File: src/ibfr_pkg.sv
// ibfr_pkg: shared types and constants for the ibus frame receiver
// used by ibfr_ctrl, ibfr_datapath and ibus_frame_receiver; no dependencies
package ibfr_pkg;

  localparam int unsigned CntW     = 5;
  localparam int unsigned ChW      = 4;
  localparam int unsigned Overhead = 3;

  localparam logic [15:0]     SumStart = 16'hFFFF;
  localparam logic [CntW-1:0] MinData  = 5'd18;
  localparam logic [7:0]      CmdByte  = 8'h40;
  localparam logic [7:0]      GapReset = 8'd3;
  localparam logic [7:0]      IdleMax  = 8'hFF;

  typedef enum logic {
    KIND_BYTE = 1'b0,
    KIND_TICK = 1'b1
  } kind_e;

  typedef struct packed {
    logic       kind;
    logic [7:0] rx_byte;
  } in_item_t;

  typedef struct packed {
    logic [ChW-1:0] channel_index;
    logic [15:0]    channel_value;
    logic           last_channel;
  } out_item_t;

  // controller to datapath
  typedef struct packed {
    logic tick;
    logic byte_seen;
    logic load_len;
    logic store_data;
    logic load_sum_low;
    logic ch_clear;
    logic rd_lo;
    logic rd_hi;
    logic ch_next;
  } ibfr_cmd_t;

  // datapath to controller
  typedef struct packed {
    logic gap_hit;
    logic len_ok;
    logic data_done;
    logic frame_ok;
    logic last_ch;
  } ibfr_stat_t;

endpackage

File: src/ibfr_ctrl.sv
// ibfr_ctrl: parse and emit state machine of the ibus frame receiver
// depends on ibfr_pkg; drives ibfr_datapath through ibfr_cmd_t
module ibfr_ctrl import ibfr_pkg::*; (
  input  logic       clk_i,
  input  logic       rst_ni,
  input  logic       in_valid_i,
  input  logic       in_kind_i,
  output logic       in_stall_o,
  output logic       out_valid_o,
  input  logic       out_stall_i,
  input  ibfr_stat_t stat_i,
  output ibfr_cmd_t  cmd_o
);

  typedef enum logic [7:0] {
    ST_LENGTH   = 8'b0000_0001,
    ST_DATA     = 8'b0000_0010,
    ST_SUM_LOW  = 8'b0000_0100,
    ST_SUM_HIGH = 8'b0000_1000,
    ST_DISCARD  = 8'b0001_0000,
    ST_READ_LO  = 8'b0010_0000,
    ST_READ_HI  = 8'b0100_0000,
    ST_SEND     = 8'b1000_0000
  } state_e;

  state_e state_q, state_d;
  logic   in_xfer;
  logic   byte_xfer;

  assign in_stall_o  = (state_q == ST_READ_LO) || (state_q == ST_READ_HI) ||
                       (state_q == ST_SEND);
  assign out_valid_o = (state_q == ST_SEND);
  assign in_xfer     = in_valid_i && !in_stall_o;
  assign byte_xfer   = in_xfer && (kind_e'(in_kind_i) == KIND_BYTE);

  always_comb begin
    state_d = state_q;
    cmd_o   = '0;
    cmd_o.tick      = in_xfer && (kind_e'(in_kind_i) == KIND_TICK);
    cmd_o.byte_seen = byte_xfer;

    unique case (state_q)
      ST_LENGTH, ST_DATA, ST_SUM_LOW, ST_SUM_HIGH, ST_DISCARD: begin
        if (byte_xfer) begin
          // an idle gap restarts at the length byte from any phase
          priority if (stat_i.gap_hit || state_q == ST_LENGTH) begin
            if (stat_i.len_ok) begin
              cmd_o.load_len = 1'b1;
              state_d        = ST_DATA;
            end else begin
              state_d = ST_DISCARD;
            end
          end else if (state_q == ST_DATA) begin
            cmd_o.store_data = 1'b1;
            if (stat_i.data_done) state_d = ST_SUM_LOW;
          end else if (state_q == ST_SUM_LOW) begin
            cmd_o.load_sum_low = 1'b1;
            state_d            = ST_SUM_HIGH;
          end else if (state_q == ST_SUM_HIGH) begin
            if (stat_i.frame_ok) begin
              cmd_o.ch_clear = 1'b1;
              state_d        = ST_READ_LO;
            end else begin
              state_d = ST_LENGTH;
            end
          end else begin
            state_d = ST_DISCARD;
          end
        end
      end
      ST_READ_LO: begin
        cmd_o.rd_lo = 1'b1;
        state_d     = ST_READ_HI;
      end
      ST_READ_HI: begin
        cmd_o.rd_hi = 1'b1;
        state_d     = ST_SEND;
      end
      ST_SEND: begin
        if (!out_stall_i) begin
          if (stat_i.last_ch) begin
            state_d = ST_LENGTH;
          end else begin
            cmd_o.ch_next = 1'b1;
            state_d       = ST_READ_LO;
          end
        end
      end
      default: state_d = ST_LENGTH;
    endcase
  end

  always_ff @(posedge clk_i or negedge rst_ni) begin
    if (!rst_ni) begin
      state_q <= ST_LENGTH;
    end else begin
      state_q <= state_d;
    end
  end

endmodule

File: src/ibfr_datapath.sv
// ibfr_datapath: counters, checksum, frame store and result register
// depends on ibfr_pkg; commanded by ibfr_ctrl
module ibfr_datapath import ibfr_pkg::*; #(
  parameter int unsigned CHANNELS  = 14,
  parameter int unsigned MAX_FRAME = 32
) (
  input  logic       clk_i,
  input  logic       rst_ni,
  input  logic       cfg_we_i,
  input  logic [7:0] cfg_data_i,
  input  logic [7:0] rx_byte_i,
  input  ibfr_cmd_t  cmd_i,
  output ibfr_stat_t stat_o,
  output out_item_t  out_item_o
);

  localparam int unsigned Depth = MAX_FRAME - Overhead;
  localparam int unsigned IdxW  = $clog2(Depth);

  localparam logic [CntW-1:0] DepthC   = CntW'(Depth);
  localparam logic [7:0]      MaxLen   = 8'(MAX_FRAME);
  localparam logic [7:0]      OvhLen   = 8'(Overhead);
  localparam logic [ChW-1:0]  LastChan = ChW'(CHANNELS - 1);

  logic [7:0]      gap_q;
  logic [7:0]      idle_q;
  logic [CntW-1:0] count_q;
  logic [CntW-1:0] length_q;
  logic [15:0]     sum_q;
  logic [7:0]      sum_low_q;
  logic [7:0]      store_q [Depth];
  logic [ChW-1:0]  ch_q;
  logic [15:0]     value_q;

  logic [CntW-1:0] count_inc;
  logic [CntW-1:0] addr_lo;
  logic [CntW-1:0] addr_hi;
  logic [CntW-1:0] rd_addr;
  logic [7:0]      rd_byte;

  assign count_inc = count_q + 1'b1;
  assign addr_lo   = {ch_q, 1'b1};
  assign addr_hi   = {ch_q, 1'b0} + CntW'(2);
  assign rd_addr   = cmd_i.rd_hi ? addr_hi : addr_lo;
  // bytes past the store read as zero
  assign rd_byte   = (rd_addr < DepthC) ? store_q[rd_addr[IdxW-1:0]] : 8'h00;

  assign stat_o.gap_hit   = (idle_q >= gap_q);
  assign stat_o.len_ok    = (rx_byte_i <= MaxLen) && (rx_byte_i > OvhLen);
  assign stat_o.data_done = (count_inc == length_q);
  assign stat_o.frame_ok  = (sum_q == {rx_byte_i, sum_low_q}) &&
                            (count_q >= MinData) && (store_q[0] == CmdByte);
  assign stat_o.last_ch   = (ch_q == LastChan);

  assign out_item_o.channel_index = ch_q;
  assign out_item_o.channel_value = value_q;
  assign out_item_o.last_channel  = (ch_q == LastChan);

  always_ff @(posedge clk_i or negedge rst_ni) begin
    if (!rst_ni) begin
      gap_q     <= GapReset;
      idle_q    <= '0;
      count_q   <= '0;
      length_q  <= '0;
      sum_q     <= '0;
      sum_low_q <= '0;
      ch_q      <= '0;
      for (int i = 0; i < Depth; i++) store_q[i] <= '0;
    end else begin
      if (cfg_we_i) gap_q <= cfg_data_i;
      if (cmd_i.tick && idle_q != IdleMax) idle_q <= idle_q + 1'b1;
      if (cmd_i.byte_seen) idle_q <= '0;
      if (cmd_i.load_len) begin
        count_q  <= '0;
        length_q <= CntW'(rx_byte_i - OvhLen);
        sum_q    <= SumStart - {8'h00, rx_byte_i};
      end
      if (cmd_i.store_data) begin
        if (count_q < DepthC) store_q[count_q[IdxW-1:0]] <= rx_byte_i;
        sum_q   <= sum_q - {8'h00, rx_byte_i};
        count_q <= count_inc;
      end
      if (cmd_i.load_sum_low) sum_low_q <= rx_byte_i;
      if (cmd_i.ch_clear) ch_q <= '0;
      if (cmd_i.ch_next)  ch_q <= ch_q + 1'b1;
    end
  end

  always_ff @(posedge clk_i) begin
    if (cmd_i.rd_lo) value_q[7:0]  <= rd_byte;
    if (cmd_i.rd_hi) value_q[15:8] <= rd_byte;
  end

endmodule

File: src/ibus_frame_receiver.sv
// ibus_frame_receiver: top level of the ibus serial frame receiver
// depends on ibfr_pkg, ibfr_ctrl and ibfr_datapath
//
//   channel | direction | handshake             | payload
//   --------+-----------+-----------------------+-----------------------------
//   in      | input     | in_valid_i/in_stall_o | in_item_i (kind, rx_byte)
//   out     | output    | out_valid_o/out_stall_i | out_item_o (index, value, last)
//   cfg     | input     | cfg_valid_i/cfg_ready_o | cfg_data_i (gap_ticks)
//
// a byte or a tick is taken while in_stall_o is low, and the next can follow at once
// a good frame end stalls the input per channel for two frame store reads through
// its single read port, then the output register, plus any out stall
// reset clears all state but value_q, frame store included; gap_ticks resets to 3
// cfg is always ready
module ibus_frame_receiver import ibfr_pkg::*; #(
  parameter int unsigned CHANNELS  = 14,
  parameter int unsigned MAX_FRAME = 32
) (
  input  logic       clk_i,
  input  logic       rst_ni,
  input  logic       in_valid_i,
  output logic       in_stall_o,
  input  in_item_t   in_item_i,
  output logic       out_valid_o,
  input  logic       out_stall_i,
  output out_item_t  out_item_o,
  input  logic       cfg_valid_i,
  output logic       cfg_ready_o,
  input  logic [7:0] cfg_data_i
);

  ibfr_cmd_t  cmd;
  ibfr_stat_t stat;

  assign cfg_ready_o = 1'b1;

  ibfr_ctrl u_ctrl (
    .clk_i       (clk_i),
    .rst_ni      (rst_ni),
    .in_valid_i  (in_valid_i),
    .in_kind_i   (in_item_i.kind),
    .in_stall_o  (in_stall_o),
    .out_valid_o (out_valid_o),
    .out_stall_i (out_stall_i),
    .stat_i      (stat),
    .cmd_o       (cmd)
  );

  ibfr_datapath #(
    .CHANNELS  (CHANNELS),
    .MAX_FRAME (MAX_FRAME)
  ) u_datapath (
    .clk_i      (clk_i),
    .rst_ni     (rst_ni),
    .cfg_we_i   (cfg_valid_i && cfg_ready_o),
    .cfg_data_i (cfg_data_i),
    .rx_byte_i  (in_item_i.rx_byte),
    .cmd_i      (cmd),
    .stat_o     (stat),
    .out_item_o (out_item_o)
  );

endmodule
File: config.mk
export PLATFORM = sky130hd
export DESIGN_NAME = ibus_frame_receiver
export DESIGN_NICKNAME = d
export VERILOG_FILES = /design/src/ibfr_pkg.sv /design/src/ibfr_ctrl.sv /design/src/ibfr_datapath.sv /design/src/ibus_frame_receiver.sv
export SDC_FILE = /design/constraint.sdc
export NUM_CORES = 1
export LEC_CHECK = 0
export BUFFER_PORTS_ARGS = -buffer_cell sky130_fd_sc_hd__buf_2
export CAP_MARGIN = 25
export CORE_UTILIZATION = 45
export CTS_CLUSTER_SIZE = 40
export DETAILED_ROUTE_END_ITERATION = 8
export PLACE_DENSITY = 0.6
export SLEW_MARGIN = 40
export SYNTH_ARGS = -nofsm -noshare
export SYNTH_HDL_FRONTEND = slang
export SYNTH_SLANG_ARGS = --single-unit
File: constraint.sdc
create_clock -name clk_i -period 4.8 [get_ports clk_i]
set_input_delay 0.96 -clock clk_i [delete_from_list [all_inputs] [get_ports clk_i]]
set_output_delay 0.96 -clock clk_i [all_outputs]
set_load 0.02 [all_outputs]
After elaboration in Yosys (flattened, before gate mapping)
Index checks and enable logic that the tools add are counted.
{"block": "op_classes", "shift": 0, "bitwise": 3, "n_reduce_logical": 18, "order_cmp": 9, "n_eq_ne": 16, "n_div": 0, "mux": 43, "mul": 0, "addsub": 7}
{"op": "bitwise mux 232 bit", "count": 1}
{"op": "2-to-1 mux 8 bit", "count": 13}
{"op": "binary-select mux 8 bit (select 5 bit)", "count": 1}
{"op": "demux 8 bit (select 5 bit)", "count": 1}
{"op": "2-to-1 mux 16 bit", "count": 2}
{"op": "case mux 8 bit (4 select lines)", "count": 1}
{"op": "2-to-1 mux 5 bit", "count": 4}
{"op": "equality test 16 bit", "count": 1}
{"op": "equality test 8 x 7 -> 1 bit, second input constant", "count": 2}
{"op": "2-to-1 mux 4 bit", "count": 4}
{"op": "subtractor 16 x 8 -> 16 bit", "count": 1}
{"op": "greater-or-equal comparator 6 bit, second input constant", "count": 2}
{"op": "2-to-1 mux 1 bit", "count": 12}
{"op": "2-to-1 mux 6 bit", "count": 2}
{"op": "NOT 5 -> 6 bit", "count": 2}
{"op": "< comparator 5 bit, second input constant", "count": 2}
{"op": "subtractor 1 x 9 -> 10 bit, first input constant", "count": 1}
{"op": "adder 8 x 1 -> 8 bit, second input constant", "count": 1}
{"op": "equality test 8 x 1 -> 1 bit, second input constant", "count": 1}
{"op": "equality test 8 x 2 -> 1 bit, second input constant", "count": 1}
{"op": "equality test 8 x 3 -> 1 bit, second input constant", "count": 1}
{"op": "equality test 8 x 4 -> 1 bit, second input constant", "count": 1}
{"op": "equality test 8 x 5 -> 1 bit, second input constant", "count": 1}
{"op": "equality test 8 x 6 -> 1 bit, second input constant", "count": 1}
{"op": "26 further kinds", "count": 37}
{"block": "word_totals", "ramBits": 0, "inputBits": 22, "n_memories": 0, "out_inout_bits": 24, "latchBits": 0, "rom_bits": 0, "wordCells": 135, "ff_bits": 310}

Logic depth before layout (Yosys ltp)
{"block": "logic_depth", "ltp_word": 12, "ltp_mapped": 11, "mapped_depth_nobuf": 10}

Modules after synthesis
Synthesis repeated with hierarchy kept, for this count alone.
{"block": "hier_totals", "hier_cells": 1204, "hier_area_um2": 15289.7}
{"mod": "ibfr_datapath", "n_inst": 1, "area_per_inst_um2": 14681.6, "seq_area_each_um2": 7639.8, "cells_per_inst": 1137}
{"mod": "ibfr_ctrl", "n_inst": 1, "area_per_inst_um2": 596.8, "seq_area_each_um2": 201.4, "cells_per_inst": 65}
{"mod": "ibus_frame_receiver", "n_inst": 1, "area_per_inst_um2": 11.3, "seq_area_each_um2": 0.0, "cells_per_inst": 2}

Worst setup path after synthesis
Ideal clock, no wire load.
{"block": "synth_timing", "kind": "input-to-reg", "startpoint": "input in_item_i[2] (netlist name)", "endpoint": "register u_datapath.sum_q[10]", "t_arrival_ns": 3.216, "stages": 11, "required_time_ns": 4.674, "n_path_buf": 2, "setup_slack_ns": 1.459, "setup_time_ns": 0.126, "cell_sequence": "clkbuf_1 -> clkbuf_1 -> inv_1 -> ha_1 -> nor2b_1 -> o21ai_0 -> a21boi_0 -> o21ai_0 -> nor3b_1 -> and3_1 -> nor3_1"}
{"block": "synth_via", "elab_chain_len": 7, "word_cells_on_any_way": 12, "classes_between": "add/sub: 2; order compare: 2; mux: 6; reduce/logical: 2"}
{"element": "start, declared", "line_no": "ibus_frame_receiver.sv:23", "text": "input in_item_t in_item_i,"}
{"element": "<= comparator 8 x 6 -> 1 bit or greater-than comparator 8 x 2 -> 1 bit (tied branches)", "line_no": "ibfr_datapath.sv:49", "text": "assign stat_o.len_ok = (rx_byte_i <= MaxLen) && (rx_byte_i > OvhLen);"}
{"element": "logical AND 1 bit", "line_no": "ibfr_datapath.sv:49"}
{"element": "2-to-1 mux 1 bit", "line_no": "ibfr_ctrl.sv:47", "text": "if (stat_i.len_ok) begin"}
{"element": "2-to-1 mux 1 bit", "line_no": "ibfr_ctrl.sv:46", "text": "priority if (stat_i.gap_hit || state_q == ST_LENGTH) begin"}
{"element": "2-to-1 mux 4 bit", "line_no": "ibfr_ctrl.sv:44", "text": "if (byte_xfer) begin"}
{"element": "2-to-1 mux 4 bit", "line_no": "ibfr_ctrl.sv:42", "text": "unique case (state_q)"}
{"element": "nonzero test 2 bit (no source line)"}
{"element": "end signal, assigned", "line_no": "ibfr_datapath.sv:76", "text": "sum_q <= SumStart - {8'h00, rx_byte_i};"}
{"element": "end signal, assigned", "line_no": "ibfr_datapath.sv:80", "text": "sum_q <= sum_q - {8'h00, rx_byte_i};"}
{"element": "end, declared", "line_no": "ibfr_datapath.sv:29", "text": "logic [15:0] sum_q;"}
Parallel ways exist; a longest one is shown, timed or not. The select of a mux whose other input is x is not followed.
A chain may end at the register's enable or synchronous reset.

Final worst setup path
{"block": "layout_timing", "startpoint": "register u_datapath.idle_q[7]", "endpoint": "register u_datapath.store_q[111] (netlist name)"}
{"block": "layout_via", "elab_chain_len": 6}
{"element": "start, declared", "line_no": "ibfr_datapath.sv:26", "text": "logic [7:0] idle_q;"}
{"element": "start signal, assigned", "line_no": "ibfr_datapath.sv:71", "text": "if (cmd_i.tick && idle_q != IdleMax) idle_q <= idle_q + 1'b1;"}
{"element": "greater-or-equal comparator 8 bit", "line_no": "ibfr_datapath.sv:48", "text": "assign stat_o.gap_hit = (idle_q >= gap_q);"}
{"element": "logical OR 1 bit", "line_no": "ibfr_ctrl.sv:46"}
{"element": "2-to-1 mux 3 bit", "line_no": "ibfr_ctrl.sv:46"}
{"element": "2-to-1 mux 4 bit", "line_no": "ibfr_ctrl.sv:44"}
{"element": "2-to-1 mux 4 bit", "line_no": "ibfr_ctrl.sv:42"}
{"element": "AND reduction 2 bit (no source line)"}
{"element": "end signal, assigned by index", "line_no": "ibfr_datapath.sv:79", "text": "if (count_q < DepthC) store_q[count_q[IdxW-1:0]] <= rx_byte_i;"}
{"element": "end, declared", "line_no": "ibfr_datapath.sv:31", "text": "logic [7:0] store_q [Depth];"}
No other way between the ends.

==> metrics.txt <==
# TYPE chip_impl_metric gauge
chip_impl_metric{name="ys_warn_count",unit=""} 0
chip_impl_metric{name="grt_pass1_wl",unit="um"} 64520
chip_impl_metric{name="clk_transition_reported_paths",unit="ns"} 0.06
chip_impl_info{name="synth_top_cell_by_area",value="dfrtp_1"} 1
chip_impl_metric{name="leakagePower",unit="uW"} 0.008426
chip_impl_info{name="rsz0062_at_grt",value="no"} 1
chip_impl_metric{name="period_minus_slack",unit="ns"} 3.607
chip_impl_metric{name="postSynthRegisterBits",unit=""} 310
chip_impl_info{name="synth-main-ff-cell",value="dfrtp_1"} 1
chip_impl_metric{name="design.core.area",unit="mm2"} 0.03353
chip_impl_metric{name="crit_cells",unit=""} 9
chip_impl_metric{name="viasPerCell",unit=""} 5.820
chip_impl_metric{name="worst_endpoint_required_time",unit="ns"} 5.19
chip_impl_info{name="crit_path_start",value="u_datapath.idle_q[7]"} 1
chip_impl_metric{name="finish.net_count",unit=""} 1338
chip_impl_metric{name="placement.cell_area",unit="mm2"} 0.01615
chip_impl_info{name="cpLargestDelayFamily",value="simple AND/OR/NAND/NOR gates"} 1
chip_impl_metric{name="timing.critical_path.buf_inv",unit=""} 1
chip_impl_metric{name="postLayoutSetupSlackWorst",unit="ns"} 1.193
chip_impl_metric{name="max-clock-path-buffers",unit=""} 3
chip_impl_metric{name="utilization",unit="%"} 51.85
chip_impl_metric{name="grt_max_degree",unit=""} 66
chip_impl_metric{name="chipWidth",unit="um"} 186.6
chip_impl_metric{name="fraction_of_the_yosys_area_taken_by_sequential_cells",unit="%"} 51.16
chip_impl_metric{name="detail-route-antenna-nets",unit=""} 0
chip_impl_metric{name="global_route.overflow_total",unit=""} 0
chip_impl_metric{name="number_of_global_route_vias_before_repair",unit=""} 10700
chip_impl_metric{name="post_drt_wl_per_cell",unit="um"} 22.94
chip_impl_metric{name="critical_path.max_stage_delay",unit="ns"} 0.48
chip_impl_info{name="end_kind",value="flip-flop"} 1
chip_impl_metric{name="maxSlewHeadroom",unit="%"} 48.36
chip_impl_metric{name="post-synth-top-area-fraction",unit="%"} 47.51
chip_impl_metric{name="syn_area",unit="mm2"} 0.01533
chip_impl_metric{name="cts_inserted_buffers",unit=""} 36
chip_impl_metric{name="fp.dieH",unit="um"} 186.6
chip_impl_metric{name="placementRows",unit=""} 67
chip_impl_metric{name="route.final.wire_length",unit="um"} 40460
chip_impl_info{name="clock_tree_root_buffer_cell",value="clkbuf_16"} 1
chip_impl_metric{name="remaining_drc_errors",unit=""} 0
chip_impl_metric{name="routed-via-count",unit=""} 10270
chip_impl_metric{name="final_layout_setup_total_negative_slack",unit="ns"} 0
chip_impl_metric{name="firstDrtPassIters",unit=""} 5
chip_impl_metric{name="drv.max_cap_violation_count",unit=""} 0
chip_impl_info{name="timing.hold.worst.class",value="primary input to asynchronous set/reset pin"} 1
chip_impl_info{name="start_kind",value="flip-flop"} 1
chip_impl_metric{name="setup_viol",unit=""} 0
chip_impl_metric{name="htree_num_levels",unit=""} 2
chip_impl_metric{name="grt_usage",unit="%"} 24.00
chip_impl_metric{name="design.portCount",unit=""} 46
chip_impl_metric{name="mappedNetlistNets",unit=""} 1299
chip_impl_metric{name="cts_setup_buffers",unit=""} 0
chip_impl_info{name="timing_worst_setup_path_type",value="flip-flop to flip-flop"} 1
chip_impl_metric{name="synth-async-reset-ratio",unit="%"} 94.84
chip_impl_metric{name="clk_latency",unit="ns"} 0.51
chip_impl_info{name="outcome",value="finished clean"} 1
chip_impl_metric{name="synth-edff-count",unit=""} 16
chip_impl_info{name="synth.area.top_cells",value="dfrtp_1, mux2_2, mux4_2, edfxtp_1, nand2_1"} 1
chip_impl_metric{name="power",unit="uW"} 6505
chip_impl_info{name="reg2reg_from",value="u_datapath.idle_q[7]"} 1
chip_impl_metric{name="drive_above_1_share",unit="%"} 32.98
chip_impl_metric{name="detailed_place_hpwl",unit="um"} 26870
chip_impl_metric{name="critical_path_arrival",unit="ns"} 4.00
chip_impl_metric{name="numPortBuffers",unit=""} 44
chip_impl_metric{name="worst_slew_pin_slew",unit="ns"} 0.7746
chip_impl_metric{name="finalWeightedCongestion",unit=""} 0.8467
chip_impl_metric{name="fmax",unit="MHz"} 277.2
chip_impl_metric{name="die_area",unit="mm2"} 0.03480
chip_impl_metric{name="layout.cell_area.non_filler",unit="mm2"} 0.01739
chip_impl_metric{name="area_delta_synth_final",unit="%"} 13.43
chip_impl_metric{name="detailedRoute.firstIterationViolations",unit=""} 675
chip_impl_metric{name="antenna_found_initial",unit=""} 0
chip_impl_metric{name="critPathMaxFanout",unit=""} 8
chip_impl_metric{name="cts.sinks",unit=""} 310
chip_impl_metric{name="floorplan.initialDensity",unit="%"} 45.71
chip_impl_metric{name="postCtsHoldBufs",unit=""} 0
chip_impl_metric{name="place_worst_setup_slack",unit="ns"} 1.122
chip_impl_metric{name="hold_fails_final_rpt",unit=""} 0
chip_impl_metric{name="timing.reg2reg.worst_path_depth",unit=""} 9
chip_impl_metric{name="postSynthAreaPerCell",unit="um2"} 12.25
chip_impl_metric{name="ir_drop",unit="mV"} 0.1883
chip_impl_metric{name="finalClockSkew",unit="ns"} 0.01135
chip_impl_metric{name="cts_resized",unit=""} 0
chip_impl_metric{name="ys_types",unit=""} 65
chip_impl_metric{name="synthCells",unit=""} 1251
chip_impl_info{name="critical_path.cell_chain",value="ha_1 > a21oi_1 > o21ai_0 > or3_1 > a211o_1 > nor4b_1 > buf_4 > nand3_1 > mux2_2"} 1
chip_impl_metric{name="final.period_utilization",unit="%"} 75.15
chip_impl_info{name="cts_tree",value="yes"} 1
chip_impl_metric{name="antenna-diode-count",unit=""} 0
chip_impl_info{name="worst_path_cell_with_the_longest_stage_delay",value="mux2_2"} 1
chip_impl_metric{name="timing.final.max_slew_violations",unit=""} 0
chip_impl_metric{name="powerDensity",unit="mW/mm2"} 374.2
==> cell usage in the layout (no fill, tap or decap), drive strengths merged, types with 21 or more instances in the layout <==
cell    Yosys  layout
buf        11      78
nand2      99      99
nor2       30      30
nor3       21      21
a21oi      39      39
o21ai      47      47
nand3      38      38
xor2       25      25
inv        27      27
ha         25      25
mux2      253     253
mux4       32      32
mux2i      28      28
clkbuf     66      52
dfrtp     291     291
==> per-layer routing <==
metal	global-route usage, %	up-vias	share of wire, %
met5	0	-	0
met4	7.440	0	2.6
met3	4.081	60	4.9
met2	38.36	271	48
met1	33.48	5258	45
li1	-	4677	-
==> Yosys cell counts (all sizes together), types with 2 or more instances <==
| master | n |
|---|---|
| dfrtp | 291 |
| mux2 | 253 |
| nor4b | 5 |
| and2 | 3 |
| a211oi | 13 |
| nor2 | 30 |
| a21o | 10 |
| or3 | 7 |
| o31ai | 7 |
| nor4 | 12 |
| a31oi | 10 |
| xnor2 | 15 |
| clkbuf | 66 |
| clkinv | 3 |
| o21ai | 47 |
| and3 | 6 |
| edfxtp | 16 |
| mux4 | 32 |
| a211o | 5 |
| a21oi | 39 |
| nand2 | 99 |
| dfstp | 3 |
| nor3b | 2 |
| inv | 27 |
| ha | 25 |
| nand2b | 7 |
| nor3 | 21 |
| nand3 | 38 |
| or2 | 3 |
| o22ai | 14 |
| nor2b | 15 |
| o211ai | 4 |
| or4 | 2 |
| o32ai | 3 |
| o21a | 3 |
| nand4 | 16 |
| mux2i | 28 |
| buf | 11 |
| a21boi | 3 |
| xor2 | 25 |
| a22oi | 5 |
| a2bb2oi | 3 |
| a2111oi | 3 |
| a22o | 6 |
==> stage by stage <==
stage	hold slack (ns)	cells
6_report	0.3951	1764
2_1_floorplan	0.4652	1251
5_1_grt	0.4321	1764
4_1_cts	0.4205	1764
3_3_place_gp	0.4822	1698
3_5_place_dp	0.4872	1700
==> sequential cells by signal, summed over array words and instances (netlist names) <==
signal,count
u_ctrl.state_q,8
u_datapath.ch_q,4
u_datapath.count_q,5
u_datapath.gap_q,8
u_datapath.idle_q,8
u_datapath.length_q,5
u_datapath.store_q,232
u_datapath.sum_low_q,8
u_datapath.sum_q,16
u_datapath.value_q,16
==> kinds of logic (layout without fill, tap and decap cells) <==
kind of cell	Yosys count	in the layout	share of synthesized area [%]
compound gates	186	186	7.829
buf+inv	107	172	2.686
flops	310	310	51.16
simple gates	268	268	8.727
xor+xnor	40	40	2.286
mux	313	313	25.12
other cells	1	1	0.02447
fa+ha+maj	26	26	2.171
==> final cells by class <==
type,count,area [um2]
Tap cell,448,560.5
Multi-Input combinational cell,834,7094
Inverter,30,112.6
Fill cell,2938,16150
Sequential cell,310,7845
Clock inverter,12,186.4
Timing Repair Buffer,78,534.3
Clock buffer,52,1052
==> worst paths after layout <==
| check | to | slack [ns] |
|---|---|---|
| max in group asynchronous | u_ctrl.state_q[0] | 3.27 |
| min | u_datapath.store_q[222] | 0.40 |
| max reg2reg | u_datapath.store_q[111] | 1.19 |
| min in group clk_i | u_datapath.store_q[190] | 0.50 |
| min reg2reg | u_datapath.store_q[190] | 0.50 |
| max | u_datapath.store_q[111] | 1.19 |
==> power by group <==
group | leakage (uW) | switching (uW) | internal, uW | total, uW
Combinational | 0.00359 | 464 | 314 | 779
Clock | 0.000608 | 1080 | 1790 | 2870
Sequential | 0.00423 | 123 | 2730 | 2850
Total | 0.00843 | 1670 | 4830 | 6510
Power figures use the tool's default switching activity.
